==> config.mk <==
export PLATFORM = sky130hd
export DESIGN_NAME = pci_bus_to_bridge_map_unit
export DESIGN_NICKNAME = d
export VERILOG_FILES = /design/src/rtl/pbbm_pkg.sv /design/src/rtl/pbbm_ram.sv /design/src/rtl/pbbm_seq.sv /design/src/rtl/pci_bus_to_bridge_map_unit.sv
export SDC_FILE = /design/constraint.sdc
export NUM_CORES = 2
export LEC_CHECK = 0
export BUFFER_PORTS_ARGS = -buffer_cell sky130_fd_sc_hd__buf_2
export CAP_MARGIN = 20
export CORE_UTILIZATION = 53
export CTS_CLUSTER_DIAMETER = 80
export DETAILED_ROUTE_END_ITERATION = 8
export PLACE_DENSITY = 0.7
export SYNTH_ARGS = -nofsm -noshare
export SYNTH_HDL_FRONTEND = slang
export SYNTH_HIERARCHICAL = 1
export SYNTH_SLANG_ARGS = --single-unit
==> constraint.sdc <==
create_clock -name clk -period 8.9 [get_ports clk]
set_input_delay 1.335 -clock clk [delete_from_list [all_inputs] [get_ports clk]]
set_output_delay 1.335 -clock clk [all_outputs]
set_load 0.05 [all_outputs]
==> src/rtl/pbbm_pkg.sv <==
// Shared types, constants and microcode table of the bus-to-bridge map.
// Depends on nothing; used by every module of the block but pbbm_ram.
`default_nettype none

package pbbm_pkg;

	localparam int NUM_BUSES = 256;
	localparam int IDX_W     = $clog2(NUM_BUSES);
	localparam int HOP_W     = $clog2(NUM_BUSES + 1);

	// request opcodes
	localparam logic [1:0] OP_ADD  = 2'd0;
	localparam logic [1:0] OP_RM   = 2'd1;
	localparam logic [1:0] OP_FIND = 2'd2;

	// find status codes
	localparam logic [1:0] ST_NONE  = 2'd0;
	localparam logic [1:0] ST_FOUND = 2'd1;
	localparam logic [1:0] ST_LOOP  = 2'd2;

	typedef struct packed {
		logic [1:0] opcode;
		logic [7:0] bus_number;
		logic [7:0] device_function;
		logic       is_pci_bridge;
		logic [7:0] secondary_bus;
		logic [7:0] subordinate_bus;
	} req_t;

	typedef struct packed {
		logic [1:0] find_status;
		logic [7:0] bridge_bus;
		logic [7:0] bridge_devfn;
		logic [7:0] below_bus;
	} rsp_t;

	// table payload; the valid bit lives in flops
	typedef struct packed {
		logic [7:0] bus;
		logic [7:0] devfn;
	} entry_t;

	typedef enum logic [2:0] {
		S_IDLE   = 3'd0,
		S_RM_RD  = 3'd1,
		S_RM_CAP = 3'd2,
		S_WR     = 3'd3,
		S_FD_RD  = 3'd4,
		S_FD_HOP = 3'd5,
		S_DONE   = 3'd6
	} step_t;

	typedef enum logic [1:0] {
		JC_NONE     = 2'd0,
		JC_DISPATCH = 2'd1,
		JC_LAST     = 2'd2,
		JC_HOP_END  = 2'd3
	} jcond_t;

	typedef enum logic [1:0] {
		D_NONE = 2'd0,
		D_ADD  = 2'd1,
		D_RM   = 2'd2,
		D_FIND = 2'd3
	} disp_t;

	typedef enum logic {
		RA_CUR   = 1'b0,
		RA_RDATA = 1'b1
	} rasel_t;

	// one microcode word
	typedef struct packed {
		jcond_t cond;
		step_t  jt;
		step_t  nt;
		rasel_t rasel;
		logic   cap;
		logic   wr;
		logic   hop;
		logic   done;
	} ctrl_t;

	// datapath conditions seen by the sequencer
	typedef struct packed {
		logic  accept;
		disp_t disp;
		logic  last;
		logic  hop_end;
	} seq_flags_t;

	function automatic ctrl_t ucode(input step_t s);
		ctrl_t c;
		c = '0;
		unique case (s)
			S_IDLE: begin
				c.cond = JC_DISPATCH;
				c.nt   = S_IDLE;
			end
			S_RM_RD: begin
				c.nt = S_RM_CAP;
			end
			S_RM_CAP: begin
				c.cap = 1'b1;
				c.nt  = S_WR;
			end
			S_WR: begin
				c.wr   = 1'b1;
				c.cond = JC_LAST;
				c.jt   = S_DONE;
				c.nt   = S_WR;
			end
			S_FD_RD: begin
				c.nt = S_FD_HOP;
			end
			S_FD_HOP: begin
				c.hop   = 1'b1;
				c.rasel = RA_RDATA;
				c.cond  = JC_HOP_END;
				c.jt    = S_DONE;
				c.nt    = S_FD_HOP;
			end
			S_DONE: begin
				c.done = 1'b1;
				c.nt   = S_IDLE;
			end
			default: begin
				c.nt = S_IDLE;
			end
		endcase
		return c;
	endfunction

	function automatic step_t dispatch(input disp_t d);
		step_t s;
		unique case (d)
			D_ADD:   s = S_WR;
			D_RM:    s = S_RM_RD;
			D_FIND:  s = S_FD_RD;
			default: s = S_DONE;
		endcase
		return s;
	endfunction

	// true when a bus number lies within the table's index range
	function automatic logic in_tbl(input logic [7:0] b);
		return {1'b0, b} < 9'(NUM_BUSES);
	endfunction

endpackage

`default_nettype wire

==> src/rtl/pbbm_ram.sv <==
// Generic single-port-write, single-port-read RAM with registered read.
// Depends on nothing.
`default_nettype none

module pbbm_ram #(
	parameter int WIDTH = 16,
	parameter int DEPTH = 256
) (
	input  wire logic                     clk,
	input  wire logic                     we,
	input  wire logic [$clog2(DEPTH)-1:0] waddr,
	input  wire logic [WIDTH-1:0]         wdata,
	input  wire logic [$clog2(DEPTH)-1:0] raddr,
	output logic      [WIDTH-1:0]         rdata
);

	logic [WIDTH-1:0] mem_q [DEPTH];

	// write, then register the read word
	always_ff @(posedge clk) begin
		if (we) begin
			mem_q[waddr] <= wdata;
		end
		rdata <= mem_q[raddr];
	end

endmodule

`default_nettype wire

==> src/rtl/pbbm_seq.sv <==
// Microcode sequencer: step counter, control ROM and jump logic.
// Depends on pbbm_pkg.
`default_nettype none

module pbbm_seq import pbbm_pkg::*; (
	input  wire logic       clk,
	input  wire logic       arst_n,
	input  wire seq_flags_t flags,
	output step_t           step,
	output ctrl_t           ctrl
);

	step_t step_q;
	step_t step_nxt;

	// hold the step counter
	always_ff @(posedge clk or negedge arst_n) begin
		if (!arst_n) begin
			step_q <= S_IDLE;
		end else begin
			step_q <= step_nxt;
		end
	end

	// fetch the control word and pick the next step
	always_comb begin
		ctrl = ucode(step_q);
		unique case (ctrl.cond)
			JC_NONE:     step_nxt = ctrl.nt;
			JC_DISPATCH: step_nxt = flags.accept ? dispatch(flags.disp) : ctrl.nt;
			JC_LAST:     step_nxt = flags.last ? ctrl.jt : ctrl.nt;
			JC_HOP_END:  step_nxt = flags.hop_end ? ctrl.jt : ctrl.nt;
			default:     step_nxt = S_IDLE;
		endcase
	end

	assign step = step_q;

endmodule

`default_nettype wire

==> src/rtl/pci_bus_to_bridge_map_unit.sv <==
// Top level of the PCI bus-to-bridge map: datapath, valid flops, table RAM.
// Depends on pbbm_pkg, pbbm_seq and pbbm_ram.
//
// Use: drive req and raise start while busy is low; the word is taken on that
// edge and busy rises. One result word per request appears on rsp for exactly
// one cycle with done high; the receiver cannot stall it. busy falls the cycle
// after done, so a new request may be presented with done.
// Opcodes: add bridge marks buses secondary..subordinate with the bridge;
// remove bridge copies the bridge's own bus entry over that range; find walks
// up from a bus to the topmost bridge. Non-bridge add/remove, an empty range
// and the spare opcode only echo the request.
// Steps: add writes the bridge into each bus of the range in turn; remove
// reads the bridge's own bus entry, captures it, then writes it over the
// range; find reads the start bus, then hops up the chain (up to 257 hops,
// loop reported after that); other requests go straight to the result word.
// Requests are handled one at a time; a new one is taken once busy is low.
// Reset clears the valid flops of all entries at once: the table reads as
// empty right after reset with no clearing pass.
`default_nettype none

module pci_bus_to_bridge_map_unit import pbbm_pkg::*; (
	input  wire logic clk,
	input  wire logic arst_n,
	input  wire logic start,
	output logic      busy,
	input  wire req_t req,
	output logic      done,
	output rsp_t      rsp
);

	step_t      step;
	ctrl_t      ctrl;
	seq_flags_t flags;

	logic [NUM_BUSES-1:0] valid_q;
	logic [7:0]           cur_q;
	logic [7:0]           devfn_q;
	logic [7:0]           below_q;
	logic [1:0]           status_q;
	logic [7:0]           ptr_q;
	logic [7:0]           sub_q;
	logic                 wval_q;
	entry_t               wdat_q;
	logic [HOP_W-1:0]     hops_q;

	entry_t           rdata;
	logic [IDX_W-1:0] raddr;
	logic             accept;
	logic             v_in;
	logic             v_cur;
	logic             v_rd;
	logic             wr_en;
	disp_t            disp;

	assign busy   = (step != S_IDLE);
	assign accept = start && !busy;

	// look up valid bits at the request bus, current bus and read-back bus
	assign v_in  = in_tbl(req.bus_number) && valid_q[req.bus_number[IDX_W-1:0]];
	assign v_cur = in_tbl(cur_q) && valid_q[cur_q[IDX_W-1:0]];
	assign v_rd  = in_tbl(rdata.bus) && valid_q[rdata.bus[IDX_W-1:0]];

	// classify the request for the dispatch jump
	always_comb begin
		priority if (req.opcode == OP_ADD && req.is_pci_bridge
				&& req.secondary_bus <= req.subordinate_bus) begin
			disp = D_ADD;
		end else if (req.opcode == OP_RM && req.is_pci_bridge
				&& req.secondary_bus <= req.subordinate_bus) begin
			disp = D_RM;
		end else if (req.opcode == OP_FIND && req.bus_number != 8'd0 && v_in) begin
			disp = D_FIND;
		end else begin
			disp = D_NONE;
		end
	end

	assign flags.accept  = accept;
	assign flags.disp    = disp;
	assign flags.last    = (ptr_q == sub_q);
	assign flags.hop_end = (hops_q == HOP_W'(NUM_BUSES)) || !v_rd;

	pbbm_seq u_seq (
		.clk    (clk),
		.arst_n (arst_n),
		.flags  (flags),
		.step   (step),
		.ctrl   (ctrl)
	);

	// read the current bus, or chase the link just read
	assign raddr = (ctrl.rasel == RA_RDATA) ? rdata.bus[IDX_W-1:0] : cur_q[IDX_W-1:0];
	assign wr_en = ctrl.wr && in_tbl(ptr_q);

	pbbm_ram #(
		.WIDTH ($bits(entry_t)),
		.DEPTH (NUM_BUSES)
	) u_tbl (
		.clk   (clk),
		.we    (wr_en),
		.waddr (ptr_q[IDX_W-1:0]),
		.wdata (wdat_q),
		.raddr (raddr),
		.rdata (rdata)
	);

	// update valid flops with each table write
	always_ff @(posedge clk or negedge arst_n) begin
		if (!arst_n) begin
			valid_q <= '0;
		end else if (wr_en) begin
			valid_q[ptr_q[IDX_W-1:0]] <= wval_q;
		end
	end

	// load the request, capture the copy source, advance the range, hop up
	always_ff @(posedge clk) begin
		if (accept) begin
			cur_q    <= req.bus_number;
			devfn_q  <= req.device_function;
			below_q  <= 8'd0;
			status_q <= ST_NONE;
			ptr_q    <= req.secondary_bus;
			sub_q    <= req.subordinate_bus;
			wval_q   <= 1'b1;
			wdat_q   <= '{bus: req.bus_number, devfn: req.device_function};
			hops_q   <= '0;
		end
		if (ctrl.cap) begin
			wval_q <= v_cur;
			wdat_q <= rdata;
		end
		if (ctrl.wr) begin
			ptr_q <= ptr_q + 8'd1;
		end
		if (ctrl.hop) begin
			below_q  <= cur_q;
			devfn_q  <= rdata.devfn;
			cur_q    <= rdata.bus;
			hops_q   <= hops_q + HOP_W'(1);
			status_q <= (hops_q == HOP_W'(NUM_BUSES)) ? ST_LOOP : ST_FOUND;
		end
	end

	// drive the result word
	assign done             = ctrl.done;
	assign rsp.find_status  = status_q;
	assign rsp.bridge_bus   = cur_q;
	assign rsp.bridge_devfn = devfn_q;
	assign rsp.below_bus    = below_q;

endmodule

`default_nettype wire

==> flow_summary_export.csv <==
group,metric,value,unit
clock_tree,clk-insertion-delay-late,990,ps
layout,multi_input_area,44600,um2
routing,wl,486,mm
outcome,violations,"max-slew violations",
sta,relSlewSlack,-21.9,%
setup_path,critical-path-slowest-cell,"buf_4",
routing,viasPerCell,6.74,
sta,drv_slew,184,
setup_path,crit_chain,"nand2b_1 > nor2_4 > mux2_8 > buf_12 > buf_4 > mux2i_1 > o221ai_1 > o22ai_1 > a21oi_1 > nand4_1 > nor4_1",
clock_tree,holdBufCountCts,0,
pwr,power_density,302,nW/um2
grt,track_usage,28.3,%
grt,grt_remaining_overflow,0,
clock_tree,root_buffer,"clkbuf_16",
pwr,max-vdd-ir-drop,0.398,mV
clock_tree,cts_made_buffers,436,
layout,final_cell_mix,"edfxtp_1 (4164), mux4_2 (980), mux2i_1 (633)",
grt,grt_max_degree,257,
layout,area_growth,11.9,%
setup_path,worstPathRequired,9750,ps
worst_hold_path,hold_class,"primary input to async pin",
outcome,status,"finished with violations",
grt,grt_pass1_wl,693,mm
sta,period_share,67.6,%
routing,drtAntennaViolNets,0,
layout,fin_nets,9709,
setup_path,path_buf_inv,2,
die,rows,213,
setup_path,crit_arrival,6870,ps
routing,avgRoutedWirePerCell,33.4,um
placement,place.detailed.hpwl,282,mm
clock_tree,cts_resized,0,
sta,fin_skew,63.3,ps
yosys,syn_area_per_cell,19.3,um2
die,dieHeight,584,um
sta,period_minus_slack,6020,ps
clock_tree,clkSinkCount,4439,
pwr,p_leak,66.4,nW
placement,finalWeightedCongestion,0.947,
routing,route.detailed.drc,0,
setup_path,cpPeakStageDelay,920,ps
sta,fmax,166,MHz
clock_tree,cts.path.max_buffers,4,
sta,tightest_slew,1830,ps
clock_tree,cts_setup_buffers,0,
job,maxCapViolations,0,
pwr,p_int,0.0415,W
setup_path,end_kind,"flop",
yosys,syn_area,180000,um2
pwr,switching_share,31.5,%
setup_path,startpoint_type,"flop",
pwr,clkPwrFrac,30.2,%
yosys,synthCells,9328,
clock_tree,clkSlewWorstSetupHoldPaths,60,ps
setup_path,cp_top_family,"simple AND/OR/NAND/NOR gates",
layout,drive_gt1_share,23.9,%
layout,ff_latch_area,132000,um2
pwr,seqPwrFrac,44.6,%
setup_path,cp_max_fo,93,
grt,grt_antenna_before_repair,11,
placement,placed_cells,13700,
routing,vias,98100,
die,die_w,584,um
sta,setup_viol,0,
yosys,synth_fp_nets,9384,
sta,tns,0,ps
grt,grt_pass1_vias,96300,
die,die-area,341000,um2
pwr,power_frac_comb,25.2,%
setup_path,critPathKind,"flop to flop",
placement,portBuffers,65,
die,coreArea,337000,um2
layout,stdcell_count,14600,
routing,dr.first_iter.drc_count,14000,
sta,hold_violations,0,
die,start_util,53.3,%
clock_tree,cts_tree,"built",
die,ioPinCount,66,
sta,rsz0062_at_grt,"no",
layout,nFillCells,23700,
pwr,net-switching-power,0.0191,W
layout,final_common_cell,"edfxtp_1",
yosys,yosys_warnings,6,
routing,first_pass_iters,6,
clock_tree,htreeDepth,5,
## worst paths after layout
path                            slack, ps        endpoint  cells past startpoint           from
worst max-delay path                 2880  u_tbl/rdata[8]                     11  u_seq/step[1]
worst min-delay path                  520     valid_q[91]                      1         arst_n
worst max register to register       2880  u_tbl/rdata[8]                     11  u_seq/step[1]
worst min register to register        560    valid_q[221]                      1   valid_q[221]
max in group asynchronous            6870    valid_q[111]                      2         arst_n
min in group clk                      540        sub_q[4]                      1         req[4]
## metrics by stage
| stage | util [%] | worst slack (ps) | power (W) | cell area, um2 | hold WS (ps) |
|---|---|---|---|---|---|
| after floorplan | - | 4820 | 0.0371 | 180000 | 501 |
| after global placement | 55.2 | 3180 | 0.0419 | 186000 | 520 |
| after detailed placement | 55.4 | 3040 | 0.0424 | 187000 | 540 |
| after CTS | 59.6 | 3060 | 0.0605 | 201000 | 464 |
| after global routing | 59.7 | 2610 | 0.0622 | 201000 | 500 |
| final | 59.7 | 2880 | 0.0606 | 201000 | 515 |
## worst register-to-register path: cells and delay by family, from the launching register on
| family | cells | cell delay (ps) |
|---|---|---|
| AND/OR/NAND/NOR | 4 | 1880 |
| buffers and inverters | 2 | 1640 |
| multiplexers | 2 | 950 |
| AO/OA/AOI/OAI | 3 | 940 |
| flip-flops | 1 | 480 |
## layout make-up
type | count | share of cell area (%)
antenna | 6 | 0.00747
clock buffer | 537 | 5.70
clock inverter | 278 | 1.38
inverter | 29 | 0.0604
multi-input combinational | 4226 | 22.2
sequential | 4439 | 65.6
tap | 4515 | 2.81
timing repair buffer | 521 | 2.26
## flip-flops by register name (all words and copies together), names as in the netlist
register and count:
status_q 2, wdat_q 16, hops_q 9, valid_q 256, u_seq/step 3, sub_q 8
cur_q 8, ptr_q 8, wval_q 1, below_q 8, u_tbl/rdata 16, u_tbl/mem_q 4096
devfn_q 8
## power groups by stage
stage	sequential [W]	combinational [W]	clock (W)
CTS	0.0269	0.0151	0.0185
finish	0.0270	0.0153	0.0183
detailed placement	0.0274	0.0150	0
floorplan	0.0292	0.00787	0
global route	0.0270	0.0159	0.0193
global placement	0.0273	0.0146	0
## routing by layer
layer / part of all wire [%] / vias to the layer above / GRT usage, %
li1: - / 39300 / -
met2: 46 / 6539 / 43.5
met5: 0.0086 / - / 0
met3: 12 / 1112 / 7.13
met4: 4.8 / 6 / 11.9
met1: 37 / 51100 / 38.8
No activity file was read; power rests on OpenSTA's default activity.
